$ cat src/phsv_pkg.sv
// Package for the palette HSV adjust block: widths, constants, codes and types.
// Used by every design module of the block; depends on nothing.
`timescale 1ns / 1ps

package phsv_pkg;

    // Block constants
    localparam int PALETTE_ENTRIES   = 256;
    localparam int HUE_FRACTION_BITS = 8;
    localparam int HF                = HUE_FRACTION_BITS;

    // Hue widths
    localparam int HN_W   = 17 + HF;  // hue dividend magnitude
    localparam int HQ_W   = 9 + HF;   // hue quotient, up to 360 degrees
    localparam int H_W    = 11 + HF;  // shifted hue, signed
    localparam int HMAG_W = 10 + HF;  // magnitude of shifted hue
    localparam int SECT_W = 6 + HF;   // remainder below one sector
    localparam int SECT   = 60 * (2 ** HF);
    localparam int H360   = 360 * (2 ** HF);
    localparam int HONE   = 2 ** HF;

    // Pipelined divider
    localparam int DIV_STEP   = 4;
    localparam int DIV_STAGES = (HN_W + DIV_STEP - 1) / DIV_STEP;
    localparam int DIV_W      = DIV_STAGES * DIV_STEP;

    // Pipeline depth
    localparam int BACK_STAGES = 7;
    localparam int PIPE_DEPTH  = 1 + DIV_STAGES + BACK_STAGES;

    // Saturation and product widths
    localparam int SAT_FRAC   = 12;
    localparam int SAT_ONE    = 4096;
    localparam int SAT_ONE_SQ = 16777216;
    localparam int SAT_SQ_SH  = 24;
    localparam int S_W        = 17;
    localparam int SQ_W       = 13;
    localparam int V_W        = 10;
    localparam int FQ_W       = 12;
    localparam int F_W        = 13;
    localparam int F_HALF     = 6;
    localparam int SF_W       = 30;
    localparam int OMF_W      = 14;
    localparam int ST_W       = 31;
    localparam int QT_W       = 30;
    localparam int QP_W       = 40;
    localparam int PT_W       = 17;
    localparam int PP_W       = 27;
    localparam int C_W        = 16;   // component before clamping

    // Configuration port
    localparam int CFG_IDX_W  = 2;
    localparam int CFG_DATA_W = 10;
    localparam logic [CFG_IDX_W-1:0] CFG_HUE   = 2'd0;
    localparam logic [CFG_IDX_W-1:0] CFG_SAT   = 2'd1;
    localparam logic [CFG_IDX_W-1:0] CFG_VALUE = 2'd2;

    // Sector codes
    typedef logic [2:0] t_sector;
    localparam t_sector SEC_0   = 3'd0;
    localparam t_sector SEC_1   = 3'd1;
    localparam t_sector SEC_2   = 3'd2;
    localparam t_sector SEC_3   = 3'd3;
    localparam t_sector SEC_4   = 3'd4;
    localparam t_sector SEC_DEF = 3'd5;

    // Configured offsets
    typedef struct packed {
        logic signed [9:0] hue;
        logic signed [3:0] sat;
        logic signed [8:0] value;
    } t_shifts;

    // Per-item side data from the front stage
    typedef struct packed {
        logic       pass;
        logic [7:0] red;
        logic [7:0] green;
        logic [7:0] blue;
        logic [7:0] mx;
        logic       hneg;
        logic       black;
        logic       gray;
    } t_front;

endpackage

$ cat src/phsv_div.sv
// Pipelined restoring divider, DIV_STEP quotient bits per stage, 8-bit divisor.
// Depends on phsv_pkg.
`timescale 1ns / 1ps

module phsv_div import phsv_pkg::*; (
    input  logic             i_clk,
    input  logic             i_en,
    input  logic [DIV_W-1:0] i_num,
    input  logic [7:0]       i_den,
    output logic [DIV_W-1:0] o_quo
);

    // acc shifts the dividend out at the top and the quotient in at the bottom
    typedef struct packed {
        logic [7:0]       rem;
        logic [DIV_W-1:0] acc;
        logic [7:0]       den;
    } t_div_lane;

    t_div_lane r_lane [DIV_STAGES];
    t_div_lane n_lane [DIV_STAGES];

    for (genvar k = 0; k < DIV_STAGES; k++) begin : g_stage
        // DIV_STEP compare-subtract steps
        always_comb begin : p_step
            t_div_lane  cur;
            logic [8:0] rem2;
            if (k == 0) begin
                cur.rem = 8'd0;
                cur.acc = i_num;
                cur.den = i_den;
            end else begin
                cur = r_lane[(k == 0) ? 0 : k - 1];
            end
            for (int j = 0; j < DIV_STEP; j++) begin
                rem2    = {cur.rem, cur.acc[DIV_W-1]};
                cur.acc = {cur.acc[DIV_W-2:0], 1'b0};
                if (rem2 >= {1'b0, cur.den}) begin
                    cur.rem    = 8'(rem2 - {1'b0, cur.den});
                    cur.acc[0] = 1'b1;
                end else begin
                    cur.rem = rem2[7:0];
                end
            end
            n_lane[k] = cur;
        end

        always_ff @(posedge i_clk) begin
            if (i_en) begin
                r_lane[k] <= n_lane[k];
            end
        end
    end

    assign o_quo = r_lane[DIV_STAGES-1].acc;

endmodule

$ cat config.mk
export PLATFORM = sky130hd
export DESIGN_NAME = phsv_div
export DESIGN_NICKNAME = d
export VERILOG_FILES = /design/src/phsv_pkg.sv /design/src/phsv_div.sv
export SDC_FILE = /design/constraint.sdc
export NUM_CORES = 1
export LEC_CHECK = 0
export BUFFER_PORTS_ARGS = -buffer_cell sky130_fd_sc_hd__buf_4
export CAP_MARGIN = 20
export CELL_PAD_IN_SITES_DETAIL_PLACEMENT = 1
export CELL_PAD_IN_SITES_GLOBAL_PLACEMENT = 1
export CORE_MARGIN = 1.5
export CORE_UTILIZATION = 50
export DETAILED_ROUTE_END_ITERATION = 16
export PLACE_DENSITY = 0.81
export SETUP_SLACK_MARGIN = 0.05
export SLEW_MARGIN = 20
export SYNTH_ARGS = -nofsm -noshare
export SYNTH_HDL_FRONTEND = slang
export SYNTH_SLANG_ARGS = --single-unit
$ cat constraint.sdc
create_clock -name i_clk -period 10.8 [get_ports i_clk]
set_input_delay 1.08 -clock i_clk [delete_from_list [all_inputs] [get_ports i_clk]]
set_output_delay 1.08 -clock i_clk [all_outputs]
set_load 0.1 [all_outputs]
Word-level counts from Yosys, hierarchy flattened
Memories as Yosys holds them, arrays and structs flattened.
Cells that the tools add are included.
{"block": "totals", "regBits": 0, "rom_bits": 0, "elab_cells": 115, "mem_bits_rw": 308, "memories": 1, "latch_bits": 0}
{"memory": "r_lane", "words": 7, "word_bits": 44, "rd": 7, "rd_clocked_by_memory_dff": 0, "wr": 7, "line_no": "phsv_div.sv:20", "rtl": "t_div_lane r_lane [DIV_STAGES];"}
{"block": "op_classes", "eq_ne": 0, "bitwise_logic": 0, "addsub": 28, "mul": 0, "reduce_logical": 0, "order_cmp": 28, "mux": 58, "shift": 0, "div_mod_pow": 0}
{"cell": "$ge 9x8->1", "count": 27}
{"cell": "$mux 8", "count": 28}
{"cell": "$sub 8x8->8", "count": 27}
{"cell": "$mux 1", "count": 30}
{"cell": "$ge 1x8->1", "count": 1}
{"cell": "$sub 1x8->8", "count": 1}

Depth between registers and ports, before layout
{"block": "depth", "word_depth": 8, "ltp_mapped": 40, "ltp_nobuf": 39}

Worst setup path before layout
Ideal clock, no wire load.
{"block": "synth_path", "path_kind": "flip-flop to flip-flop", "start": "memory r_lane[1][1] in the netlist's numbering", "end": "memory r_lane[2][37] in the netlist's numbering (data pin)", "arrival_time_ps": 8259, "slack_ps": 2282, "period_less_slack_ps": 8518, "setup_time_ps": 260, "required_ps": 10540, "n_path_buf": 3, "path_stages_with_launch": 39, "path_cell_list": "edfxtp_1 -> inv_1 -> ha_1 -> nor2b_1 -> o31a_1 -> o2111ai_1 -> o211ai_1 -> clkbuf_1 -> o21ai_0 -> inv_1 -> ha_1 -> nor2b_1 -> o21ai_0 -> nand3_1 -> a22o_1 -> a211o_1 -> clkbuf_1 -> o21ai_0 -> (+3 left out) -> o21a_1 -> o21ai_0 -> a21oi_1 -> o311a_1 -> nor2_1 -> o21ai_1 -> mux2i_1 -> ha_1 -> nor2b_1 -> o21ai_0 -> a21boi_0 -> o21ai_0 -> a21oi_1 -> o21bai_1 -> a221o_1 -> or3_1 -> buf_2 -> mux2_2"}
{"item": "from (decl)", "line_no": "phsv_div.sv:20"}

==> impl_metrics.py <==
metrics = {
    "route": {
        "via_count": 13872,
        "wl_um": 48270,
        "drtIter0Drc": 641,
        "viasPerCell": 5.794,
        "wl_met3_um": 1319,
        "firstDrtPassIters": 5,
        "m1WireLength_um": 20220,
        "highest_layer": "met4",
        "antenna_left": 0,
        "wire_per_inst_um": 20.16,
        "wl_met2_um": 25240,
        "drc": 0,
    },
    "clock_network": {
        "cts_tree": "done",
        "ctsLongestPathBuffers": 3,
        "clk_latency_ps": 550,
        "cts_resized": 0,
        "postCtsHoldBufs": 0,
        "cts.sinks": 292,
        "cts.clk_slew.worst_paths_ps": 60,
        "cts_made_buffers": 34,
        "htree_levels": 2,
        "root_buffer": "clkbuf_16",
    },
    "synthesis": {
        "post_synth.cell_area_avg_um2": 11.47,
        "synth.area.top_cells": "edfxtp_1 (44%), ha_1 (14%), mux2_2 (6.9%)",
        "netlist_area_mm2": 0.02008,
        "synth_edf_count": 292,
        "yosysWarnings": 0,
        "synthArstFlopShare_pct": 0,
        "synth_area_leader_cell": "edfxtp_1",
        "ys_seq_area_share_pct": 43.67,
        "syn_inst": 1751,
        "syn_nets": 2033,
        "synth.top_cell.area_share_pct": 43.67,
        "synth_seq_cells": 292,
        "synthFlopType": "edfxtp_1",
        "synth_cell_types": 87,
    },
    "worst_setup_path": {
        "ff2ff_setup_slack_ps": 1000,
        "r2r-end": "r_lane[1][39]$_DFFE_PP_",
        "max_stage_delay_ps": 480,
        "crit_buf_inv": 5,
        "regToRegStartpoint": "r_lane[0][1]$_DFFE_PP_",
        "worstSetupStartpointType": "flip-flop",
        "worstSetupPathType": "flip-flop to flip-flop",
        "cp.required_ps": 11090,
        "worst-endpoint-arrival_ps": 10090,
        "cp_max_fo": 11,
        "critPathTopFamily": "compound AO/OA/AOI/OAI gates",
        "path_common_cell": "o21ai_0",
        "cpMaxStageDelayCell": "a221oi_4",
        "endpoint_kind": "flip-flop",
        "reg2reg_depth": 38,
    },
    "floorplanning": {
        "start_util_pct": 50.65,
        "core-area_mm2": 0.03964,
        "rows": 73,
        "die_h_um": 203.4,
        "dieWidth_um": 203.4,
        "floorplan.die_area_mm2": 0.04137,
        "io_pins": 66,
    },
    "sta": {
        "setup_viol": 0,
        "tns_ps": 0,
        "timing.final.crit_share_pct": 90.75,
        "hold_viol": 0,
        "period_minus_slack_ps": 9801,
        "drv_slew": 0,
        "finClkSkew_ps": 15.34,
        "worst_slew_pin_slew_ps": 1045,
        "fmax_ghz": 0.1020,
        "worst_hold_slack_ps": 413.8,
        "relSlewSlack_pct": 30.33,
        "rsz0062_at_grt": "no",
    },
    "finish": {
        "drive_above_1_share_pct": 15.84,
        "largest_reg_flops": 292,
        "reg.largest.list": "r_lane: 292 flops",
        "finalNonFillerCells": 2394,
        "syn2layout_area_growth_pct": 10.98,
        "design_area_mm2": 0.02228,
        "top_register": "r_lane",
        "final_nets": 2126,
        "n_antenna_cell": 0,
        "n_fill_cell": 4228,
    },
    "hold_path": {
        "hold_depth": 0,
        "hp-start": "r_lane[4][28]$_DFFE_PP_",
        "hold_path_end": "r_lane[5][32]$_DFFE_PP_",
        "worstHoldPathType": "flip-flop to flip-flop",
    },
    "place": {
        "placed_cell_area_mm2": 0.02117,
        "dpl.hpwl_um": 36520,
        "gp_congestion": 0.8617,
        "io_buffer_count": 65,
        "dp.cells": 2331,
    },
    "outcome": {
        "status": "complete, no violations",
    },
    "flow_run": {
        "maxCapViolations": 0,
    },
    "global_route": {
        "gr-total-overflow": 0,
        "antenna_found_initial": 0,
        "grt_pass1_vias": 15349,
        "grtUsageTotal_pct": 23.91,
        "grt_max_degree": 131,
        "grt_pass1_wl_um": 78610,
    },
}
[synthesized netlist by cell type (29+ instances only)]
master / count
a21o_1: 44
a21oi_1: 109
edfxtp_1: 292
ha_1: 218
inv_1: 151
mux2_2: 123
mux2i_1: 32
nand2_1: 69
nor2_1: 93
nor2b_1: 42
nor3_1: 33
o21a_1: 29
o21ai_0: 89
xnor2_1: 80
xor2_1: 40
[area by class of cell]
cell class	instances	area, um^2	share of cell area [%]
Clock buffer	36	858.3	3.852
Clock inverter	25	234.0	1.050
Inverter	156	585.6	2.628
Multi-Input combinational cell	1290	10650	47.78
Sequential cell	292	8768	39.35
Tap cell	525	656.9	2.948
Timing Repair Buffer	70	533.0	2.392
[worst register-to-register path, delay by kind of cell (launching register included)]
kind / cells / cell delay (ps)
buffers and inverters: 5 / 850
adder cells (fa/ha/maj): 4 / 1160
AND/OR/NAND/NOR: 9 / 1580
flip-flops: 1 / 470
multiplexers: 3 / 1130
AO/OA/AOI/OAI: 17 / 4360
[kinds of logic after synthesis]
kind of cell	after synthesis	share of synthesized area, %
AOI/OAI and AO/OA	394	13.20
xor gates and xnor gates	120	5.235
adders and majority gates	244	16.18
buffers and inverters	169	3.303
DFF	292	43.67
muxes	156	8.569
and+or+nand+nor	376	9.840
[per-stage QoR]
| step | setup WS (ps) | utilization [%] |
|---|---|---|
| after floorplan | 2282 | - |
| after global placement | 1301 | 53.42 |
| after detailed placement | 1021 | 53.42 |
| after CTS | 914.2 | 56.17 |
| after global routing | 139.4 | 56.21 |
| final | 998.8 | 56.21 |
[placed cells by master (no fill, tap or decap), types with 8 or more instances in the layout]
master,n
edfxtp_1,292
ha_1,218
inv_1,151
mux2_2,123
a21oi_1,109
nor2_1,93
o21ai_0,89
xnor2_1,80
nand2_1,69
buf_4,69
a21o_1,44
nor2b_1,42
xor2_1,40
clkbuf_16,34
nor3_1,33
mux2i_1,32
o21a_1,29
nand4_1,28
nand2b_1,27
fa_1,26
o21bai_1,21
nand3_1,20
a211oi_1,16
or2_2,13
a21boi_0,10
or3_1,9
and3_1,8
clkinv_1,8
[worst max-delay path by stage]
| stage | endpoint | startpoint | slack (ps) | cells past startpoint |
|---|---|---|---|---|
| 6_report | r_lane[1][39]$_DFFE_PP_ | r_lane[0][1]$_DFFE_PP_ | 1000 | 38 |
| 5_1_grt | r_lane[1][38]$_DFFE_PP_ | r_lane[0][1]$_DFFE_PP_ | 140 | 38 |
| 4_1_cts | r_lane[4][40]$_DFFE_PP_ | r_lane[3][1]$_DFFE_PP_ | 910 | 36 |
| 3_5_place_dp | r_lane[1][38]$_DFFE_PP_ | r_lane[0][1]$_DFFE_PP_ | 1020 | 38 |
| 3_3_place_gp | r_lane[1][43]$_DFFE_PP_ | r_lane[0][1]$_DFFE_PP_ | 1300 | 38 |
| 2_1_floorplan | r_lane[2][37]$_DFFE_PP_ | r_lane[1][1]$_DFFE_PP_ | 2280 | 38 |
[metal layers]
metal	GRT usage, %	vias up
met5	0	-
met1	28.27	6836
met2	44.23	223
li1	-	6713
met3	2.892	100
met4	8.836	0
[repair_timing]
item                                    CTS  global route
hold endpoints to repair                  0             0
endpoints found under the setup margin    0             8
buffers inserted                          0             2
Power is not shown: default switching activity piles up to over one toggle a cycle in this logic, so the estimate is an artifact.
