File: src/phsv_pkg.sv
// Package for the palette HSV adjust block: widths, constants, codes and types.
// Used by every design module of the block; depends on nothing.
`timescale 1ns / 1ps

package phsv_pkg;

    // Block constants
    localparam int PALETTE_ENTRIES   = 256;
    localparam int HUE_FRACTION_BITS = 8;
    localparam int HF                = HUE_FRACTION_BITS;

    // Hue widths
    localparam int HN_W   = 17 + HF;  // hue dividend magnitude
    localparam int HQ_W   = 9 + HF;   // hue quotient, up to 360 degrees
    localparam int H_W    = 11 + HF;  // shifted hue, signed
    localparam int HMAG_W = 10 + HF;  // magnitude of shifted hue
    localparam int SECT_W = 6 + HF;   // remainder below one sector
    localparam int SECT   = 60 * (2 ** HF);
    localparam int H360   = 360 * (2 ** HF);
    localparam int HONE   = 2 ** HF;

    // Pipelined divider
    localparam int DIV_STEP   = 4;
    localparam int DIV_STAGES = (HN_W + DIV_STEP - 1) / DIV_STEP;
    localparam int DIV_W      = DIV_STAGES * DIV_STEP;

    // Pipeline depth
    localparam int BACK_STAGES = 7;
    localparam int PIPE_DEPTH  = 1 + DIV_STAGES + BACK_STAGES;

    // Saturation and product widths
    localparam int SAT_FRAC   = 12;
    localparam int SAT_ONE    = 4096;
    localparam int SAT_ONE_SQ = 16777216;
    localparam int SAT_SQ_SH  = 24;
    localparam int S_W        = 17;
    localparam int SQ_W       = 13;
    localparam int V_W        = 10;
    localparam int FQ_W       = 12;
    localparam int F_W        = 13;
    localparam int F_HALF     = 6;
    localparam int SF_W       = 30;
    localparam int OMF_W      = 14;
    localparam int ST_W       = 31;
    localparam int QT_W       = 30;
    localparam int QP_W       = 40;
    localparam int PT_W       = 17;
    localparam int PP_W       = 27;
    localparam int C_W        = 16;   // component before clamping

    // Configuration port
    localparam int CFG_IDX_W  = 2;
    localparam int CFG_DATA_W = 10;
    localparam logic [CFG_IDX_W-1:0] CFG_HUE   = 2'd0;
    localparam logic [CFG_IDX_W-1:0] CFG_SAT   = 2'd1;
    localparam logic [CFG_IDX_W-1:0] CFG_VALUE = 2'd2;

    // Sector codes
    typedef logic [2:0] t_sector;
    localparam t_sector SEC_0   = 3'd0;
    localparam t_sector SEC_1   = 3'd1;
    localparam t_sector SEC_2   = 3'd2;
    localparam t_sector SEC_3   = 3'd3;
    localparam t_sector SEC_4   = 3'd4;
    localparam t_sector SEC_DEF = 3'd5;

    // Configured offsets
    typedef struct packed {
        logic signed [9:0] hue;
        logic signed [3:0] sat;
        logic signed [8:0] value;
    } t_shifts;

    // Per-item side data from the front stage
    typedef struct packed {
        logic       pass;
        logic [7:0] red;
        logic [7:0] green;
        logic [7:0] blue;
        logic [7:0] mx;
        logic       hneg;
        logic       black;
        logic       gray;
    } t_front;

endpackage

File: src/phsv_front.sv
// Front stage: max/min, hue and saturation dividends, bypass decision.
// Depends on phsv_pkg.
`timescale 1ns / 1ps

module phsv_front import phsv_pkg::*; (
    input  logic             i_clk,
    input  logic             i_en,
    input  logic [7:0]       i_entry_index,
    input  logic [7:0]       i_red_in,
    input  logic [7:0]       i_green_in,
    input  logic [7:0]       i_blue_in,
    input  t_shifts          i_shifts,
    output t_front           o_side,
    output logic [HN_W-1:0]  o_hnum,
    output logic [HN_W-1:0]  o_snum,
    output logic [7:0]       o_delta
);

    logic [7:0]         mx, mn, delta;
    logic signed [11:0] rs, gs, bs, ds, n0;
    logic [10:0]        nmag;
    logic [16:0]        n60;
    t_front             n_side;
    logic [HN_W-1:0]    n_hnum, n_snum;

    t_front             r_side;
    logic [HN_W-1:0]    r_hnum, r_snum;
    logic [7:0]         r_delta;

    // Hue numerator over delta, in degrees with HF fraction bits
    always_comb begin
        mx = (i_red_in > i_green_in) ? i_red_in : i_green_in;
        if (i_blue_in > mx) mx = i_blue_in;
        mn = (i_red_in < i_green_in) ? i_red_in : i_green_in;
        if (i_blue_in < mn) mn = i_blue_in;
        delta = mx - mn;

        rs = signed'({4'b0, i_red_in});
        gs = signed'({4'b0, i_green_in});
        bs = signed'({4'b0, i_blue_in});
        ds = signed'({4'b0, delta});
        if (i_red_in == mx) begin
            n0 = gs - bs;
        end else if (i_green_in == mx) begin
            n0 = (ds <<< 1) + bs - rs;
        end else begin
            n0 = (ds <<< 2) + rs - gs;
        end
        nmag   = n0[11] ? 11'(-n0) : n0[10:0];
        n60    = 17'(nmag) * 17'd60;
        n_hnum = HN_W'(n60) << HF;
        n_snum = HN_W'(delta) << SAT_FRAC;

        n_side.pass  = (i_entry_index == 8'd0) ||
                       ({1'b0, i_entry_index} >= 9'(PALETTE_ENTRIES)) ||
                       (i_shifts.hue == 10'sd0 && i_shifts.sat == 4'sd0 &&
                        i_shifts.value == 9'sd0);
        n_side.red   = i_red_in;
        n_side.green = i_green_in;
        n_side.blue  = i_blue_in;
        n_side.mx    = mx;
        n_side.hneg  = n0[11];
        n_side.black = (mx == 8'd0);
        n_side.gray  = (delta == 8'd0);
    end

    // Stage register
    always_ff @(posedge i_clk) begin
        if (i_en) begin
            r_side  <= n_side;
            r_hnum  <= n_hnum;
            r_snum  <= n_snum;
            r_delta <= delta;
        end
    end

    assign o_side  = r_side;
    assign o_hnum  = r_hnum;
    assign o_snum  = r_snum;
    assign o_delta = r_delta;

endmodule

File: config.mk
export PLATFORM = sky130hd
export DESIGN_NAME = phsv_front
export DESIGN_NICKNAME = d
export VERILOG_FILES = /design/src/phsv_pkg.sv /design/src/phsv_front.sv
export SDC_FILE = /design/constraint.sdc
export NUM_CORES = 1
export LEC_CHECK = 0
export BUFFER_PORTS_ARGS = -buffer_cell sky130_fd_sc_hd__clkbuf_2
export CAP_MARGIN = 20
export CORE_MARGIN = 5
export CORE_UTILIZATION = 56
export DETAILED_ROUTE_END_ITERATION = 6
export PLACE_DENSITY = 0.82
export SLEW_MARGIN = 20
export SYNTH_ARGS = -nofsm -noshare
export SYNTH_HDL_FRONTEND = slang
export SYNTH_SLANG_ARGS = --single-unit
File: constraint.sdc
create_clock -name i_clk -period 12.6 [get_ports i_clk]
set_clock_uncertainty 0.05 [all_clocks]
set_input_delay 1.26 -clock i_clk [delete_from_list [all_inputs] [get_ports i_clk]]
set_output_delay 1.26 -clock i_clk [all_outputs]
set_load 0.02 [all_outputs]
==> Word-level counts from Yosys, hierarchy flattened <==
Index checks and enable logic that the tools add are counted.
{ "totals": {"inputBits": 57, "regBits": 59, "elab_cells": 40} }
{ "op_classes": {"n_addsub": 7, "order_cmp": 4, "muxes": 7, "n_mul": 1, "n_eq_ne": 2, "reduce_logical": 9} }
{ "op_table": {"columns": ["cell", "count"], "rows": [
  ["2-to-1 mux 8 bit", 4],
  ["logical NOT 8 bit", 3],
  ["2-to-1 mux 12 bit", 2],
  ["== test 8 bit", 2],
  ["> comparator 8 bit", 2],
  ["less-than comparator 8 bit", 2],
  ["multiplier 11 x 4 -> 15 bit (second input constant)", 1],
  ["subtractor 11 x 8 -> 12 bit", 1],
  ["adder 10 x 8 -> 11 bit", 1],
  ["2-to-1 mux 11 bit", 1],
  ["negation 11 bit", 1],
  ["subtractor 10 x 8 -> 11 bit", 1],
  ["adder 9 x 8 -> 10 bit", 1],
  ["logical NOT 10 bit", 1],
  ["logical NOT 9 bit", 1],
  ["subtractor 8 x 8 -> 9 bit", 1],
  ["subtractor 8 bit", 1],
  ["logical NOT 4 bit", 1],
  ["logical AND 1 bit", 2],
  ["logical OR 1 bit", 1]
]} }

==> Longest topological paths before layout <==
{ "depth": {"ltp_word": 12, "depth_mapped": 54, "ltp_nobuf": 53} }

==> Least setup slack after synthesis <==
Ideal clock, no wire load.
{ "synth_path": {"kind": "input to register", "start": "input i_red_in[0]", "end": "register r_hnum[24] (netlist: o_hnum[24]) (data pin)", "path_buffers": 1, "cell_stages": 48, "setup_slack_ns": 1.453, "setup_ns": 0.258, "arrival_ns": 10.840, "cell_sequence": "inv_1 > ha_1 > fa_1 > and3b_4 > o21ba_1 > o21ai_1 > mux2_2 > inv_1 > ha_1 > nor2b_1 > o21ai_0 > nand2b_1 > a311o_1 > o221ai_4 > mux2i_2 > ha_1 > fa_1 > inv_1 > [12 not listed] > xnor2_1 > fa_1 > fa_1 > inv_1 > fa_1 > inv_1 > a21oi_1 > o21ai_0 > and2_1 > o21ai_0 > nand2_1 > a21oi_1 > o21ai_0 > a21oi_1 > o21bai_1 > a21o_1 > a21oi_1 > xnor2_1"} }
{ "synth_between": {"elab_chain_cells": 12, "elab_cells_between_ends": 20} }
{ "synth_lines": {"columns": ["item", "line", "rtl"], "rows": [
  ["start: declaration", "phsv_front.sv:9", "input logic [7:0] i_red_in,"],
  ["> comparator 8 bit / less-than comparator 8 bit (equally long branches)", "phsv_front.sv:32, phsv_front.sv:34", null],
  ["2-to-1 mux 8 bit (on tied branches)", "phsv_front.sv:32, phsv_front.sv:34", null],
  ["> comparator 8 bit / less-than comparator 8 bit (equally long branches)", "phsv_front.sv:33, phsv_front.sv:35", null],
  ["2-to-1 mux 8 bit (on tied branches)", "phsv_front.sv:33, phsv_front.sv:35", null],
  ["subtractor 8 bit (*)", "phsv_front.sv:36", "delta = mx - mn;"],
  ["via delta[1]", "phsv_front.sv:19", "logic [7:0] mx, mn, delta;"],
  ["adder 10 x 8 -> 11 bit / adder 9 x 8 -> 10 bit (equally long branches)", "phsv_front.sv:47, phsv_front.sv:45", null],
  ["subtractor 11 x 8 -> 12 bit / subtractor 10 x 8 -> 11 bit (equally long branches)", "phsv_front.sv:47, phsv_front.sv:45", null],
  ["2-to-1 mux 12 bit (*)", "phsv_front.sv:44", "end else if (i_green_in == mx) begin"],
  ["2-to-1 mux 12 bit (*)", "phsv_front.sv:42", "if (i_red_in == mx) begin"],
  ["negation 11 bit", "phsv_front.sv:49", "nmag = n0[11] ? 11'(-n0) : n0[10:0];"],
  ["2-to-1 mux 11 bit (*)", "phsv_front.sv:49", null],
  ["multiplier 11 x 4 -> 15 bit (*)", "phsv_front.sv:50", "n60 = 17'(nmag) * 17'd60;"],
  ["via n60[16]", "phsv_front.sv:22", "logic [16:0] n60;"],
  ["end signal: assignment", "phsv_front.sv:71", "r_hnum <= n_hnum;"],
  ["end: declaration", "phsv_front.sv:27", "logic [HN_W-1:0] r_hnum, r_snum;"]
]} }
Mark *: on every way through the listed nets, which the timed path passes. The rest lies on a longest branch.
A chain may end at the register's enable or synchronous reset.

==> Worst setup path in the final report <==
{ "layout_path": {"start": "input i_red_in[0]", "end": "register r_hnum[24] (netlist: o_hnum[24]) (data pin)"} }
{ "layout_between": {"elab_cells_between_ends": 20} }
{ "layout_lines": {"columns": ["item", "line", "rtl"], "rows": [
  ["> comparator 8 bit / less-than comparator 8 bit (equally long branches)", "phsv_front.sv:32, phsv_front.sv:34", null],
  ["2-to-1 mux 8 bit (on tied branches)", "phsv_front.sv:32, phsv_front.sv:34", null],
  ["> comparator 8 bit / less-than comparator 8 bit (equally long branches)", "phsv_front.sv:33, phsv_front.sv:35", null],
  ["2-to-1 mux 8 bit (on tied branches)", "phsv_front.sv:33, phsv_front.sv:35", null],
  ["subtractor 8 bit (*)", "phsv_front.sv:36", null],
  ["via delta[1]", "phsv_front.sv:19", null],
  ["adder 10 x 8 -> 11 bit / adder 9 x 8 -> 10 bit (equally long branches)", "phsv_front.sv:47, phsv_front.sv:45", null],
  ["subtractor 11 x 8 -> 12 bit / subtractor 10 x 8 -> 11 bit (equally long branches)", "phsv_front.sv:47, phsv_front.sv:45", null],
  ["2-to-1 mux 12 bit (*)", "phsv_front.sv:44", null],
  ["2-to-1 mux 12 bit (*)", "phsv_front.sv:42", null],
  ["via n0[11]", "phsv_front.sv:20", "logic signed [11:0] rs, gs, bs, ds, n0;"],
  ["2-to-1 mux 11 bit (*)", "phsv_front.sv:49", null],
  ["multiplier 11 x 4 -> 15 bit (*)", "phsv_front.sv:50", null],
  ["via n60[16]", "phsv_front.sv:22", null]
]} }
Marked as above.

==> reports/results.md <==
| Stage | Quantity | This run |
|:---|:---|:---|
| setup path | CP endpoint | o_hnum[24] |
| die | # rows | 40 |
| setup path | Most frequent cell on the critical path | sky130_fd_sc_hd__a21oi_1 |
| synth | Yosys cell types | 65 |
| synth | Async set-reset flop share out of synthesis | 0% |
| sta | Period utilization | 93.9% |
| setup path | Critical Path RT | 12640 ps |
| routing | DR vias/cell | 5.51 |
| die | Floorplan Core Area | 11900 µm² |
| synth | Sequential-to-total area share from yosys stat | 26.4% |
| global route | Initial antenna violation count | 0 |
| sta | Worst slew slack as a fraction of its limit | 46.3% |
| global route | First-pass GRT wire length | 25700 µm |
| synth | Flip-flop and latch count after synthesis | 59 |
| status | Result of the run | finished, final reports clean |
| synth | Mapped Area | 6710 µm² |
| die | Die Footprint | 14300 µm² |
| sta | Upper clock frequency limit | 84.5 MHz |
| synth | Syn Inst Count | 680 |
| die | Count of pins on the block boundary | 151 |
| synth | Synth Area per Inst | 9.86 µm² |
| synth | Total number of yosys warnings | 0 |
| placed design | # port buffers | 123 |
| clock network | Maximum clock insertion buffer count | 2 |
| run | Max-cap viol count | 0 |
| cells and area | Net count reported at finish | 978 |
| setup path | Crit path capture type | flip-flop |
| routing | Via total after detailed routing | 5262 |
| clock network | Count of instances resized after the clock tree is built | 0 |
| clock network | TritonCTS clock tree | built |
| synth | Number of synthesized flops with an enable pin | 59 |
| routing | Antenna violation net count after detailed routing | 0 |
| global route | Via count of the first global-routing pass | 5377 |
| routing | # DRC | 0 |
| sta | Final Hold Viols | 0 |
| sta | Final Max Tran Viols | 0 |
| synth | Prevailing post-synth register cell | sky130_fd_sc_hd__edfxtp_1 |
| clock network | Reg clk slew, reported paths | 50 ps |
| sta | Post-route setup TNS | 0 ps |
| sta | Min cycle time layout | 11840 ps |
| setup path | Classification of the worst setup path | input port to flip-flop |
| placed design | Gp weighted congestion | 0.983 |
| sta | RSZ-0062 raised after global routing | no |
| routing | Routed len/inst | 16.7 µm |
| clock network | Hold buffer count at cts | 0 |
| synth | Dominant cells by area after synthesis | sky130_fd_sc_hd__edfxtp_1 26%, sky130_fd_sc_hd__ha_1 15%, sky130_fd_sc_hd__fa_1 10% |
| setup path | Critical path launch point | i_red_in[0] |
| clock network | Depth of the CTS H-tree | 3 |
| sta | Worst-Margin Slew | 803 ps |
| synth | Cell type with the highest aggregate area in the netlist | sky130_fd_sc_hd__edfxtp_1 |
| cells and area | Antenna fix cells | 0 |
| synth | Fraction of synthesized cell area taken by the top area cell type | 26.4% |
| cells and area | Count of fill cells added during filler insertion | 986 |
| global route | Grt ovf | 0 |
| cells and area | Fraction of final layout cells with drive strength greater than 1 | 22.3% |
| global route | Maximum number of pins on one net before global-route repair | 39 |
| clock network | Total clock sinks | 59 |
| setup path | Largest stage delay, worst path | 500 ps |
| setup path | Worst setup SP type | input port |
| setup path | Highest fanout seen on the critical path | 9 |
| die | Initial Utilization | 56.5% |
| clock network | Clock buffers created by TritonCTS | 9 |
| routing | First-iteration detailed-routing DRC count | 336 |
| global route | Overall Global Routing Usage | 22.6% |
| clock network | Post-CTS setup buffer count | 0 |
| worst hold path | Worst min path class | input port to flip-flop |
| routing | Detailed-routing iteration count for the pre-antenna-repair pass | 5 |
| die | Die H | 119 µm |
| cells and area | Synth-to-layout area growth | 13.8% |
| setup path | Crit-path slowest cell | sky130_fd_sc_hd__mux2i_2 |
| placed design | Half-perimeter wire length of the detailed placement result | 13200 µm |
| sta | Setup-failing EPs final | 0 |
| clock network | Root buffer cell | sky130_fd_sc_hd__clkbuf_16 |
| die | Die X | 119 µm |
| routing | Routed wire length | 16000 µm |
| sta | Final worst hold slack | 1120 ps |
| setup path | Arr. time, crit path | 11880 ps |
-- sequential cells by signal (all words and copies together), names as in the netlist --
name    count
o_side     36
o_snum      8
o_hnum     15
-- synth_stat cells, drive strengths merged (8+ instances only) --
| cell | number |
|---|---|
| a21o | 15 |
| a21oi | 46 |
| a31oi | 11 |
| buf | 44 |
| edfxtp | 59 |
| fa | 35 |
| ha | 79 |
| inv | 104 |
| mux2 | 11 |
| mux2i | 10 |
| nand2 | 13 |
| nand3 | 17 |
| nand4 | 10 |
| nor2 | 25 |
| nor3 | 22 |
| nor4 | 8 |
| o21ai | 28 |
| o21bai | 13 |
| xnor2 | 53 |
| xor2 | 24 |
-- final cells by class --
type | instances | area, µm² | area share [%]
clock buffers | 11 | 233 | 3.05
clock inverters | 1 | 5.00 | 0.0656
repair buffers | 135 | 706 | 9.25
well taps | 147 | 184 | 2.41
flip-flops and latches | 59 | 1770 | 23.2
multi-input cells | 498 | 4340 | 56.9
inverters | 104 | 390 | 5.12
-- worst min path at each step --
stage,from,to,slack (ps),cells past startpoint
floorplan,i_blue_in[0],o_side[11],1310,0
global placement,i_green_in[5],o_side[24],1470,1
detailed placement,i_green_in[5],o_side[24],1460,1
CTS,i_green_in[5],o_side[24],1100,1
global route,i_green_in[6],o_side[25],1130,1
finish,i_green_in[0],o_side[19],1120,1
-- cell usage in the layout (no fill, tap or decap), types with 10 or more instances in the layout --
master	Yosys	routed
sky130_fd_sc_hd__xnor2_1	53	52
sky130_fd_sc_hd__nand4_1	10	10
sky130_fd_sc_hd__buf_4	37	12
sky130_fd_sc_hd__a21oi_1	46	46
sky130_fd_sc_hd__ha_1	79	79
sky130_fd_sc_hd__inv_1	103	103
sky130_fd_sc_hd__xor2_1	24	24
sky130_fd_sc_hd__nor2_1	25	25
sky130_fd_sc_hd__clkbuf_2	0	123
sky130_fd_sc_hd__conb_1	1	27
sky130_fd_sc_hd__o21ai_0	25	24
sky130_fd_sc_hd__nand3_1	17	17
sky130_fd_sc_hd__o21bai_1	13	13
sky130_fd_sc_hd__nor3_1	22	22
sky130_fd_sc_hd__fa_1	35	35
sky130_fd_sc_hd__edfxtp_1	59	59
sky130_fd_sc_hd__nand2_1	13	13
sky130_fd_sc_hd__a21o_1	15	15
-- through the flow --
stage | utilization [%] | worst slack (ps) | std cells | cell area (µm²)
after global placement | 62.1 | 424 | 943 | 7370
after detailed placement | 62.1 | 186 | 943 | 7370
after floorplan | - | 1450 | 706 | 6800
after CTS | 64.1 | 546 | 955 | 7610
after global routing | 64.3 | 29.1 | 955 | 7630
final | 64.3 | 764 | 955 | 7630
-- metal layers --
layer  routed length (µm)  track usage [%]  vias up  share of wire (%)
met5                    0                0        -                  0
met4                  431             8.59        0                2.7
met3                  964             5.22       32                6.0
met2                 7900             39.6      170                 50
met1                 6650             26.8     2496                 42
li1                     -                -     2564                  -
-- critical path: cells and delay by family --
family | cells | cell delay [ps]
AOI/OAI and AO/OA | 25 | 4800
and+or+nand+nor | 5 | 770
muxes | 1 | 500
xor gates and xnor gates | 2 | 220
buffers and inverters | 8 | 950
adders and majority gates | 10 | 3380
-- cells by family (layout without fill, tap and decap cells) --
group	Yosys count	after routing	share of synthesized area, %
xor gates and xnor gates	77	77	10.1
AOI/OAI and AO/OA	138	138	13.9
buffers and inverters	149	251	10.6
muxes	21	21	3.81
DFF	59	59	26.4
adders and majority gates	114	114	25.2
other	1	27	0.0559
and+or+nand+nor	121	121	9.93
Power is left out: the tool's default activity adds up to more than one toggle a clock period on the data nets, which glitch-free logic cannot reach.
