$ cat config.mk
export PLATFORM = sky130hd
export DESIGN_NAME = phsv_back
export DESIGN_NICKNAME = d
export VERILOG_FILES = /design/src/phsv_pkg.sv /design/src/phsv_back.sv
export SDC_FILE = /design/constraint.sdc
export NUM_CORES = 2
export LEC_CHECK = 0
export BUFFER_PORTS_ARGS = -buffer_cell sky130_fd_sc_hd__buf_2
export CAP_MARGIN = 20
export CORE_AREA = 4 4 329 331
export DETAILED_ROUTE_END_ITERATION = 16
export DIE_AREA = 0 0 333 335
export PLACE_DENSITY = 0.85
export SLEW_MARGIN = 40
export SYNTH_ARGS = -nofsm -noshare
export SYNTH_HDL_FRONTEND = slang
export SYNTH_SLANG_ARGS = --single-unit
$ cat constraint.sdc
create_clock -name i_clk -period 15.5 [get_ports i_clk]
set_input_delay 2.325 -clock i_clk [delete_from_list [all_inputs] [get_ports i_clk]]
set_output_delay 2.325 -clock i_clk [all_outputs]
set_load 0.005 [all_outputs]
$ cat src/phsv_pkg.sv
// Package for the palette HSV adjust block: widths, constants, codes and types.
// Used by every design module of the block; depends on nothing.
`timescale 1ns / 1ps

package phsv_pkg;

    // Block constants
    localparam int PALETTE_ENTRIES   = 256;
    localparam int HUE_FRACTION_BITS = 8;
    localparam int HF                = HUE_FRACTION_BITS;

    // Hue widths
    localparam int HN_W   = 17 + HF;  // hue dividend magnitude
    localparam int HQ_W   = 9 + HF;   // hue quotient, up to 360 degrees
    localparam int H_W    = 11 + HF;  // shifted hue, signed
    localparam int HMAG_W = 10 + HF;  // magnitude of shifted hue
    localparam int SECT_W = 6 + HF;   // remainder below one sector
    localparam int SECT   = 60 * (2 ** HF);
    localparam int H360   = 360 * (2 ** HF);
    localparam int HONE   = 2 ** HF;

    // Pipelined divider
    localparam int DIV_STEP   = 4;
    localparam int DIV_STAGES = (HN_W + DIV_STEP - 1) / DIV_STEP;
    localparam int DIV_W      = DIV_STAGES * DIV_STEP;

    // Pipeline depth
    localparam int BACK_STAGES = 7;
    localparam int PIPE_DEPTH  = 1 + DIV_STAGES + BACK_STAGES;

    // Saturation and product widths
    localparam int SAT_FRAC   = 12;
    localparam int SAT_ONE    = 4096;
    localparam int SAT_ONE_SQ = 16777216;
    localparam int SAT_SQ_SH  = 24;
    localparam int S_W        = 17;
    localparam int SQ_W       = 13;
    localparam int V_W        = 10;
    localparam int FQ_W       = 12;
    localparam int F_W        = 13;
    localparam int F_HALF     = 6;
    localparam int SF_W       = 30;
    localparam int OMF_W      = 14;
    localparam int ST_W       = 31;
    localparam int QT_W       = 30;
    localparam int QP_W       = 40;
    localparam int PT_W       = 17;
    localparam int PP_W       = 27;
    localparam int C_W        = 16;   // component before clamping

    // Configuration port
    localparam int CFG_IDX_W  = 2;
    localparam int CFG_DATA_W = 10;
    localparam logic [CFG_IDX_W-1:0] CFG_HUE   = 2'd0;
    localparam logic [CFG_IDX_W-1:0] CFG_SAT   = 2'd1;
    localparam logic [CFG_IDX_W-1:0] CFG_VALUE = 2'd2;

    // Sector codes
    typedef logic [2:0] t_sector;
    localparam t_sector SEC_0   = 3'd0;
    localparam t_sector SEC_1   = 3'd1;
    localparam t_sector SEC_2   = 3'd2;
    localparam t_sector SEC_3   = 3'd3;
    localparam t_sector SEC_4   = 3'd4;
    localparam t_sector SEC_DEF = 3'd5;

    // Configured offsets
    typedef struct packed {
        logic signed [9:0] hue;
        logic signed [3:0] sat;
        logic signed [8:0] value;
    } t_shifts;

    // Per-item side data from the front stage
    typedef struct packed {
        logic       pass;
        logic [7:0] red;
        logic [7:0] green;
        logic [7:0] blue;
        logic [7:0] mx;
        logic       hneg;
        logic       black;
        logic       gray;
    } t_front;

endpackage

$ cat src/phsv_back.sv
// Back end: hue/saturation/value offsets, sector split, products, clamp.
// Seven register stages; depends on phsv_pkg.
`timescale 1ns / 1ps

module phsv_back import phsv_pkg::*; (
    input  logic            i_clk,
    input  logic            i_en,
    input  t_front          i_side,
    input  logic [HQ_W-1:0] i_hq,
    input  logic [SQ_W-1:0] i_sq,
    input  t_shifts         i_shifts,
    output logic [7:0]      o_red_out,
    output logic [7:0]      o_green_out,
    output logic [7:0]      o_blue_out
);

    typedef struct packed {
        logic [SECT_W-1:0] rem;
        logic [FQ_W-1:0]   fq;
    } t_fdiv;

    // Half of the fraction division: F_HALF bits against one sector
    function automatic t_fdiv f_steps(input t_fdiv x);
        t_fdiv           y;
        logic [SECT_W:0] rem2;
        y = x;
        for (int j = 0; j < F_HALF; j++) begin
            rem2 = {y.rem, 1'b0};
            if (rem2 >= (SECT_W + 1)'(SECT)) begin
                y.rem = SECT_W'(rem2 - (SECT_W + 1)'(SECT));
                y.fq  = {y.fq[FQ_W-2:0], 1'b1};
            end else begin
                y.rem = rem2[SECT_W-1:0];
                y.fq  = {y.fq[FQ_W-2:0], 1'b0};
            end
        end
        return y;
    endfunction

    function automatic logic [7:0] clamp_byte(input logic signed [C_W-1:0] x);
        if (x < 0) return 8'd0;
        if (x > 16'sd255) return 8'd255;
        return x[7:0];
    endfunction

    // ---- stage 1: offsets
    logic signed [H_W-1:0] h0, n1_h;
    logic signed [S_W-1:0] s0, n1_s;
    logic signed [V_W-1:0] n1_v;
    logic                  r1_pass;
    logic [7:0]            r1_red, r1_green, r1_blue;
    logic signed [H_W-1:0] r1_h;
    logic signed [S_W-1:0] r1_s;
    logic signed [V_W-1:0] r1_v;

    always_comb begin
        if (i_side.black) begin
            h0 = H_W'(-HONE);
        end else if (i_side.gray) begin
            h0 = H_W'(0);
        end else if (i_side.hneg && i_hq != '0) begin
            h0 = H_W'(H360) - H_W'(i_hq);
        end else begin
            h0 = H_W'(i_hq);
        end
        n1_h = h0 + (H_W'(i_shifts.hue) <<< HF);
        s0   = (i_side.black || i_side.gray) ? S_W'(0) : S_W'(i_sq);
        n1_s = s0 + (S_W'(i_shifts.sat) <<< SAT_FRAC);
        n1_v = V_W'(i_side.mx) + V_W'(i_shifts.value);
    end

    always_ff @(posedge i_clk) begin
        if (i_en) begin
            r1_pass  <= i_side.pass;
            r1_red   <= i_side.red;
            r1_green <= i_side.green;
            r1_blue  <= i_side.blue;
            r1_h     <= n1_h;
            r1_s     <= n1_s;
            r1_v     <= n1_v;
        end
    end

    // ---- stage 2: sector number and remainder
    logic [HMAG_W-1:0]     hmag, cmp;
    logic [3:0]            n2_imag;
    logic                  r2_pass, r2_hsign, r2_szero;
    logic [7:0]            r2_red, r2_green, r2_blue;
    logic [3:0]            r2_imag;
    logic [SECT_W-1:0]     r2_rem;
    logic signed [S_W-1:0] r2_s;
    logic signed [V_W-1:0] r2_v;

    always_comb begin
        hmag = HMAG_W'(r1_h[H_W-1] ? -r1_h : r1_h);
        for (int k = 3; k >= 0; k--) begin
            cmp = HMAG_W'(SECT * (2 ** k));
            n2_imag[k] = (hmag >= cmp);
            if (hmag >= cmp) hmag = hmag - cmp;
        end
    end

    always_ff @(posedge i_clk) begin
        if (i_en) begin
            r2_pass  <= r1_pass;
            r2_red   <= r1_red;
            r2_green <= r1_green;
            r2_blue  <= r1_blue;
            r2_hsign <= r1_h[H_W-1];
            r2_imag  <= n2_imag;
            r2_rem   <= SECT_W'(hmag);
            r2_s     <= r1_s;
            r2_v     <= r1_v;
            r2_szero <= (r1_s == S_W'(0));
        end
    end

    // ---- stages 3 and 4: fraction within the sector, Q.12
    t_fdiv                 f3_in, r3_fd, r4_fd;
    logic                  r3_pass, r3_hsign, r3_szero;
    logic [7:0]            r3_red, r3_green, r3_blue;
    logic [3:0]            r3_imag;
    logic signed [S_W-1:0] r3_s;
    logic signed [V_W-1:0] r3_v;
    logic                  r4_pass, r4_hsign, r4_szero;
    logic [7:0]            r4_red, r4_green, r4_blue;
    logic [3:0]            r4_imag;
    logic signed [S_W-1:0] r4_s;
    logic signed [V_W-1:0] r4_v;

    assign f3_in.rem = r2_rem;
    assign f3_in.fq  = '0;

    always_ff @(posedge i_clk) begin
        if (i_en) begin
            r3_fd    <= f_steps(f3_in);
            r3_pass  <= r2_pass;
            r3_red   <= r2_red;
            r3_green <= r2_green;
            r3_blue  <= r2_blue;
            r3_hsign <= r2_hsign;
            r3_imag  <= r2_imag;
            r3_s     <= r2_s;
            r3_v     <= r2_v;
            r3_szero <= r2_szero;

            r4_fd    <= f_steps(r3_fd);
            r4_pass  <= r3_pass;
            r4_red   <= r3_red;
            r4_green <= r3_green;
            r4_blue  <= r3_blue;
            r4_hsign <= r3_hsign;
            r4_imag  <= r3_imag;
            r4_s     <= r3_s;
            r4_v     <= r3_v;
            r4_szero <= r3_szero;
        end
    end

    // ---- stage 5: first products and sector select
    logic signed [F_W-1:0]   f;
    logic signed [OMF_W-1:0] omf;
    logic signed [PT_W-1:0]  pterm;
    t_sector                 n5_sel;
    logic                    r5_pass, r5_szero;
    logic [7:0]              r5_red, r5_green, r5_blue;
    t_sector                 r5_sel;
    logic signed [V_W-1:0]   r5_v;
    logic signed [SF_W-1:0]  r5_sf;
    logic signed [ST_W-1:0]  r5_st;
    logic signed [PP_W-1:0]  r5_pp;

    always_comb begin
        f     = r4_hsign ? -F_W'(r4_fd.fq) : F_W'(r4_fd.fq);
        omf   = OMF_W'(SAT_ONE) - OMF_W'(f);
        pterm = PT_W'(SAT_ONE) - r4_s;
        // negative sectors other than zero take the default case
        if (r4_hsign && r4_imag != 4'd0) begin
            n5_sel = SEC_DEF;
        end else begin
            unique case (r4_imag)
                4'd0:    n5_sel = SEC_0;
                4'd1:    n5_sel = SEC_1;
                4'd2:    n5_sel = SEC_2;
                4'd3:    n5_sel = SEC_3;
                4'd4:    n5_sel = SEC_4;
                default: n5_sel = SEC_DEF;
            endcase
        end
    end

    always_ff @(posedge i_clk) begin
        if (i_en) begin
            r5_pass  <= r4_pass;
            r5_red   <= r4_red;
            r5_green <= r4_green;
            r5_blue  <= r4_blue;
            r5_szero <= r4_szero;
            r5_sel   <= n5_sel;
            r5_v     <= r4_v;
            r5_sf    <= SF_W'(r4_s) * SF_W'(f);
            r5_st    <= ST_W'(r4_s) * ST_W'(omf);
            r5_pp    <= PP_W'(r4_v) * PP_W'(pterm);
        end
    end

    // ---- stage 6: value products, p truncated toward zero
    logic signed [QT_W-1:0] qterm, tterm;
    logic signed [PP_W-1:0] padj;
    logic                   r6_pass, r6_szero;
    logic [7:0]             r6_red, r6_green, r6_blue;
    t_sector                r6_sel;
    logic signed [V_W-1:0]  r6_v;
    logic signed [C_W-1:0]  r6_p;
    logic signed [QP_W-1:0] r6_qp, r6_tp;

    always_comb begin
        qterm = QT_W'(SAT_ONE_SQ) - QT_W'(r5_sf);
        tterm = QT_W'(SAT_ONE_SQ) - QT_W'(r5_st);
        padj  = r5_pp + (r5_pp[PP_W-1] ? PP_W'(SAT_ONE - 1) : PP_W'(0));
    end

    always_ff @(posedge i_clk) begin
        if (i_en) begin
            r6_pass  <= r5_pass;
            r6_red   <= r5_red;
            r6_green <= r5_green;
            r6_blue  <= r5_blue;
            r6_szero <= r5_szero;
            r6_sel   <= r5_sel;
            r6_v     <= r5_v;
            r6_p     <= C_W'(padj >>> SAT_FRAC);
            r6_qp    <= QP_W'(r5_v) * QP_W'(qterm);
            r6_tp    <= QP_W'(r5_v) * QP_W'(tterm);
        end
    end

    // ---- stage 7: truncate q and t, select, clamp
    logic signed [QP_W-1:0] qadj, tadj;
    logic signed [C_W-1:0]  q, t, v, ro, go, bo;
    logic [7:0]             n7_red, n7_green, n7_blue;
    logic [7:0]             r7_red, r7_green, r7_blue;

    always_comb begin
        qadj = r6_qp + (r6_qp[QP_W-1] ? QP_W'(SAT_ONE_SQ - 1) : QP_W'(0));
        tadj = r6_tp + (r6_tp[QP_W-1] ? QP_W'(SAT_ONE_SQ - 1) : QP_W'(0));
        q    = C_W'(qadj >>> SAT_SQ_SH);
        t    = C_W'(tadj >>> SAT_SQ_SH);
        v    = C_W'(r6_v);
        unique case (r6_sel)
            SEC_0:   begin ro = v;    go = t;    bo = r6_p; end
            SEC_1:   begin ro = q;    go = v;    bo = r6_p; end
            SEC_2:   begin ro = r6_p; go = v;    bo = t;    end
            SEC_3:   begin ro = r6_p; go = q;    bo = v;    end
            SEC_4:   begin ro = t;    go = r6_p; bo = v;    end
            default: begin ro = v;    go = r6_p; bo = q;    end
        endcase
        if (r6_pass) begin
            n7_red   = r6_red;
            n7_green = r6_green;
            n7_blue  = r6_blue;
        end else if (r6_szero) begin
            n7_red   = clamp_byte(v);
            n7_green = clamp_byte(v);
            n7_blue  = clamp_byte(v);
        end else begin
            n7_red   = clamp_byte(ro);
            n7_green = clamp_byte(go);
            n7_blue  = clamp_byte(bo);
        end
    end

    always_ff @(posedge i_clk) begin
        if (i_en) begin
            r7_red   <= n7_red;
            r7_green <= n7_green;
            r7_blue  <= n7_blue;
        end
    end

    assign o_red_out   = r7_red;
    assign o_green_out = r7_green;
    assign o_blue_out  = r7_blue;

endmodule

# Word-level counts from Yosys, hierarchy flattened
# Cells that the tools add are included.
[op_classes]
magnitude_cmp = 24
eq_ne = 8
reduce_logical = 12
n_mul = 5
n_mux = 89
n_addsub = 28
[ops]
columns = ["operator", "count"]
rows = [
  ["2-to-1 mux 26 bit", 21],
  ["greater-or-equal comparator 15 x 14 -> 1 bit, second input constant", 12],
  ["2-to-1 mux 8 bit", 22],
  ["subtractor 14 bit, second input constant", 12],
  ["case mux 16 bit (3 select lines)", 3],
  ["adder 40 x 25 -> 40 bit", 2],
  ["multiplier 10 x 30 -> 40 bit", 2],
  ["2-to-1 mux 18 bit", 4],
  ["subtractor 26 x 30 -> 30 bit, first input constant", 2],
  ["2-to-1 mux 19 bit", 3],
  ["> comparator 16 x 9 -> 1 bit, second input constant", 3],
  ["< comparator 16 x 1 -> 1 bit, second input constant", 3],
  ["2-to-1 mux 24 bit", 2],
  ["multiplier 17 x 13 -> 30 bit", 1],
  ["multiplier 17 x 14 -> 30 bit", 1],
  ["2-to-1 mux 1 bit", 29],
  ["adder 27 x 13 -> 27 bit", 1],
  ["multiplier 10 x 17 -> 27 bit", 1],
  ["2-to-1 mux 13 bit", 2],
  ["adder 19 x 18 -> 19 bit", 1],
  ["greater-or-equal comparator 18 x 14 -> 1 bit, second input constant", 1],
  ["greater-or-equal comparator 18 x 15 -> 1 bit, second input constant", 1],
  ["greater-or-equal comparator 18 x 16 -> 1 bit, second input constant", 1],
  ["greater-or-equal comparator 18 x 17 -> 1 bit, second input constant", 1],
  ["other kinds (29)", 35],
]
[totals]
wordCells = 228
ff_bits = 580
in_bits = 91
output_inout_bits = 24

# Logic depth before layout (Yosys ltp)
[depth]
word_depth = 17
mapped_depth = 35
mapped_depth_nobuf = 32

# Least setup slack after synthesis
# No wires, ideal clock.
[synth_path]
kind = "register -> register"
from = "register r4_fd[4] (netlist name)"
to = "register r5_st[28] (data pin)"
path_stages_with_launch = 30
period_less_slack_ns = 8.463
required_ns = 15.242
path_slack_ns = 7.037
t_arrival_ns = 8.206
cell_sequence = "edfxtp_1 or4_1 or3_1 nand2_1 xor2_1 nand3_1 nor3_1 nand3_1 xnor2_1 clkbuf_1 nand2b_1 fa_1 fa_1 inv_1 fa_1 fa_1 fa_1 inv_1 fa_1 inv_1 ha_1 or3_1 a211o_1 a21oi_1 a21oi_1 a221o_1 a21oi_1 o21ai_0 a21oi_1 xnor2_1"
[synth_via]
elab_chain_cells = 4
[synth_rtl]
columns = ["item", "line", "rtl"]
rows = [
  ["start: declaration", "phsv_back.sv:119", "t_fdiv f3_in, r3_fd, r4_fd;"],
  ["start signal: assignment", "phsv_back.sv:147", "r4_fd <= f_steps(r3_fd);"],
  ["negation 12 -> 13 bit", "phsv_back.sv:174", "f = r4_hsign ? -F_W'(r4_fd.fq) : F_W'(r4_fd.fq);"],
  ["2-to-1 mux 13 bit (*)", "phsv_back.sv:174", ""],
  ["subtractor 14 x 13 -> 14 bit (*)", "phsv_back.sv:175", "omf = OMF_W'(SAT_ONE) - OMF_W'(f);"],
  ["multiplier 17 x 14 -> 30 bit (*)", "phsv_back.sv:202", "r5_st <= ST_W'(r4_s) * ST_W'(omf);"],
  ["end signal: assignment", "phsv_back.sv:202", ""],
  ["end: declaration", "phsv_back.sv:170", "logic signed [ST_W-1:0] r5_st;"],
]
# Mark *: on every way between the ends. The rest lies on a longest branch, timed or not.
# A chain may end at the register's enable or synchronous reset.

# Final worst setup path
[layout_path]
from = "register r5_sf[6]"
to = "register r6_qp[39] (data pin)"
[layout_via]
elab_chain_cells = 2
[layout_rtl]
columns = ["item", "line", "rtl"]
rows = [
  ["start: declaration", "phsv_back.sv:169", "logic signed [SF_W-1:0] r5_sf;"],
  ["start signal: assignment", "phsv_back.sv:201", "r5_sf <= SF_W'(r4_s) * SF_W'(f);"],
  ["subtractor 26 x 30 -> 30 bit", "phsv_back.sv:218", "qterm = QT_W'(SAT_ONE_SQ) - QT_W'(r5_sf);"],
  ["multiplier 10 x 30 -> 40 bit", "phsv_back.sv:233", "r6_qp <= QP_W'(r5_v) * QP_W'(qterm);"],
  ["end signal: assignment", "phsv_back.sv:233", ""],
  ["end: declaration", "phsv_back.sv:215", "logic signed [QP_W-1:0] r6_qp, r6_tp;"],
]
# No other way between the ends.

==> flow_summary_export.csv <==
group,metric,value,unit
clocking,cts_sinks,567,
global_routing,grt_max_degree,114,
setup_path,path_max_fanout,10,
clocking,cts_resized,0,
setup_path,r2r_setup_slack,6.34,ns
global_routing,antenna_found_initial,4,
setup_path,worst_ep_required_time,15.90,ns
sta,max-slew-margin-rel,34.99,%
global_routing,grt_overflow,0,
clocking,cts-root-buf,"clkbuf_16",
routing,routed_wl,158200,µm
floorplanning,coreArea,105100,µm²
placement,gp_congestion,0.9516,
setup_path,r2r_start,"r5_sf[6]$_DFFE_PP_",
floorplanning,start_util,64.65,%
layout,final_net_count,8254,
sta,tightest_slew,0.9683,ns
worst_hold_path,min_path_cells,0,
global_routing,groute.usage.overall,29.03,%
synth,synth_cell_types,92,
sta,drv_slew,0,
worst_hold_path,min_from,"r5_red[0]$_DFFE_PP_",
clocking,cts_tree,"yes",
clocking,clk_latency,0.71,ns
sta,tns,0,ns
placement,placed_cell_area,70420,µm²
sta,rsz0062_at_grt,"no",
clocking,post_cts_buffers,0,
synth,synth-edff-count,567,
clocking,clk_pin_slew,0.06,ns
layout,drive_above_1_share,6.318,%
synth,netlist_area,67960,µm²
routing,vias,48110,
sta,setup_violations,0,
sta,fmax,109.1,MHz
setup_path,rr_worst_depth,26,
floorplanning,die_y,335,µm
clocking,cts_hold_buffers,0,
global_routing,grt_pass1_wl,261000,µm
job,maxCapViolations,0,
clocking,htreeDepth,2,
floorplanning,io_pins,115,
routing,first_pass_iters,7,
routing,antenna_left,0,
synth,ys_seq_area_share,25.05,%
routing,drt_iter0_markers,4334,
synth,syn-num-nets,8205,
clocking,clockBufferDepth,3,
sta,skew,0.04959,ns
worst_hold_path,min_to,"r6_red[0]$_DFFE_PP_",
synth,ys_warn_count,0,
routing,drc,0,
synth,ys_seq_elements,567,
setup_path,start_kind,"flop",
status,status,"finished, final reports clean",
routing,wire_per_inst,19.67,µm
sta,post-route-period-util,59.11,%
layout,fin_cells,8040,
sta,period_minus_slack,9.163,ns
floorplanning,rows,119,
setup_path,worstPathArrival,9.56,ns
setup_path,worst_r2r_endpoint,"r6_qp[39]$_DFFE_PP_",
synth,synth-async-reset-ratio,0,%
clocking,cts_buffers,61,
synth,syn_area_per_cell,10.38,µm²
floorplanning,dieArea,111600,µm²
sta,hold_violations,0,
routing,via_per_inst,5.984,
placement,placed_cells,7922,
synth,postSynthCellCount,6547,
placement,numPortBuffers,114,
layout,nFillCells,7436,
worst_hold_path,hp-class,"flop to flop",
synth,synthFlopType,"edfxtp_1",
layout,design_area,72670,µm²
layout,area_delta_synth_final,6.934,%
floorplanning,die_w,333,µm
setup_path,crit_type,"flop to flop",
placement,hpwl,118200,µm
global_routing,grt_pass1_vias,51310,
setup_path,worst_setup_path_end_kind,"flop",
[how the worst max path moves through the flow]
stage / start / end / slack (ns) / cells past startpoint
after floorplan: r4_fd[4]$_DFFE_PP_ / r5_st[28]$_DFFE_PP_ / 7.04 / 29
after global placement: r4_fd[0]$_DFFE_PP_ / r5_st[28]$_DFFE_PP_ / 6.85 / 31
after detailed placement: r4_fd[0]$_DFFE_PP_ / r5_st[28]$_DFFE_PP_ / 6.51 / 29
after CTS: r5_sf[6]$_DFFE_PP_ / r6_qp[39]$_DFFE_PP_ / 6.47 / 26
after global routing: r4_fd[0]$_DFFE_PP_ / r5_st[28]$_DFFE_PP_ / 5.87 / 32
final: r5_sf[6]$_DFFE_PP_ / r6_qp[39]$_DFFE_PP_ / 6.34 / 26
[critical path: stages (launching register included)]
cell	delay, ns
edfxtp_1	0.48
or4_1	0.64
nor4_1	0.30
nand3_1	0.17
or3_1	0.43
or3_1	0.34
xor2_1	0.59
nand2_1	0.20
fa_1	0.60
fa_1	0.45
fa_1	0.46
fa_1	0.54
inv_1	0.06
fa_1	0.44
ha_1	0.36
and3_1	0.24
nand4_1	0.13
nor3_1	0.07
a211oi_1	0.23
o41a_1	0.24
a31oi_1	0.18
nor2b_1	0.22
o41ai_1	0.66
a21oi_1	0.25
a21o_1	0.26
a21oi_1	0.23
xnor2_1	0.10
[synth_stat cells, types with 34 or more instances]
| cell type | instances | area, µm² |
|---|---|---|
| o211ai_1 | 34 | 255.2 |
| xnor2_1 | 265 | 2321 |
| nor2b_1 | 77 | 481.7 |
| o21ai_0 | 133 | 665.6 |
| clkbuf_1 | 199 | 747.0 |
| nor4_1 | 36 | 225.2 |
| and3_1 | 35 | 219.0 |
| nand3_1 | 51 | 255.2 |
| nor3_1 | 75 | 375.4 |
| a21o_1 | 70 | 525.5 |
| nor2_1 | 225 | 844.6 |
| a31oi_1 | 35 | 219.0 |
| fa_1 | 1083 | 21680 |
| edfxtp_1 | 567 | 17030 |
| xor2_1 | 103 | 902.1 |
| ha_1 | 484 | 6056 |
| and2_1 | 435 | 2721 |
| a21oi_1 | 221 | 1106 |
| nand2_1 | 797 | 2992 |
| nand2b_1 | 120 | 750.7 |
| inv_1 | 1044 | 3919 |
| o21bai_1 | 44 | 330.3 |
[state kept, by name, summed over array words and instances, names as in the netlist, 15 cells and up]
register	count
r1_h	19
r1_s	17
r2_s	17
r3_s	17
r4_s	17
r5_pp	27
r5_sf	30
r5_st	29
r6_p	15
r6_qp	40
r6_tp	39
[per-layer routing]
metal / track usage, % / vias to the layer above / share of wire, %
li1: - / 21220 / -
met1: 37.25 / 24090 / 37
met2: 48.74 / 2288 / 49
met3: 4.987 / 507 / 8.3
met4: 13.34 / 6 / 5.2
met5: 0 / - / 0.020
[layout make-up]
class / count / area [µm²] / share of cell area, %
multi-input cells: 4717 / 46650 / 64.20
flip-flops and latches: 567 / 17030 / 23.43
inverters: 1048 / 3934 / 5.413
well taps: 1391 / 1740 / 2.395
clock buffers: 70 / 1560 / 2.147
repair buffers: 201 / 1264 / 1.739
clock inverters: 45 / 489.2 / 0.6732
diodes: 1 / 2.502 / 0.003444
[stage by stage]
stage	util, %	hold WS (ns)	worst slack [ns]
2_1_floorplan	-	0.4003	7.037
5_1_grt	69.13	0.3868	5.875
6_report	69.13	0.3854	6.337
4_1_cts	68.94	0.3833	6.474
3_3_place_gp	66.76	0.4005	6.853
3_5_place_dp	66.99	0.4045	6.514
[placed cells by master, fill, tap and decap left out, types with 10 or more instances in the layout]
| master | synthesis | layout |
|---|---|---|
| nor2b_1 | 77 | 77 |
| clkbuf_16 | 0 | 61 |
| nor4_1 | 36 | 36 |
| edfxtp_1 | 567 | 567 |
| nor2_1 | 225 | 225 |
| ha_1 | 484 | 484 |
| a21oi_1 | 221 | 220 |
| buf_2 | 3 | 114 |
| nand2b_1 | 120 | 120 |
| nor3_1 | 75 | 73 |
| inv_1 | 1044 | 1044 |
| fa_1 | 1083 | 1083 |
| o21bai_1 | 44 | 44 |
| nand3_1 | 51 | 51 |
| o21a_1 | 31 | 31 |
| a31oi_1 | 35 | 35 |
| a21o_1 | 70 | 70 |
| and2_1 | 435 | 435 |
| o21ai_0 | 133 | 131 |
| o211ai_1 | 34 | 34 |
| mux2_2 | 10 | 10 |
| nand4_1 | 21 | 21 |
| buf_4 | 0 | 80 |
| or4_1 | 12 | 12 |
| xor2_2 | 0 | 15 |
| o22ai_1 | 17 | 17 |
| xnor2_1 | 265 | 224 |
| or2_2 | 22 | 22 |
| xor2_1 | 103 | 88 |
| mux2i_1 | 22 | 20 |
| a211oi_1 | 28 | 28 |
| or3_1 | 31 | 31 |
| xnor2_2 | 1 | 41 |
| o22a_1 | 12 | 12 |
| o31ai_1 | 22 | 21 |
| nand2_1 | 797 | 797 |
| and3_1 | 35 | 35 |
| clkinv_1 | 3 | 14 |
[cells by family (layout without fill, tap and decap cells)]
family | count (synthesis) | count (layout) | synth area share, %
adder cells (fa/ha/maj) | 1568 | 1568 | 40.83
multiplexers | 34 | 34 | 0.5339
XOR/XNOR | 369 | 369 | 4.767
buffers and inverters | 1263 | 1364 | 6.982
AND/OR/NAND/NOR | 1976 | 1976 | 14.35
AO/OA/AOI/OAI | 770 | 770 | 7.488
other | 0 | 1 | 0
flip-flops | 567 | 567 | 25.05
Power is not shown: default switching activity piles up to over one toggle a cycle in this logic, so the estimate is an artifact.
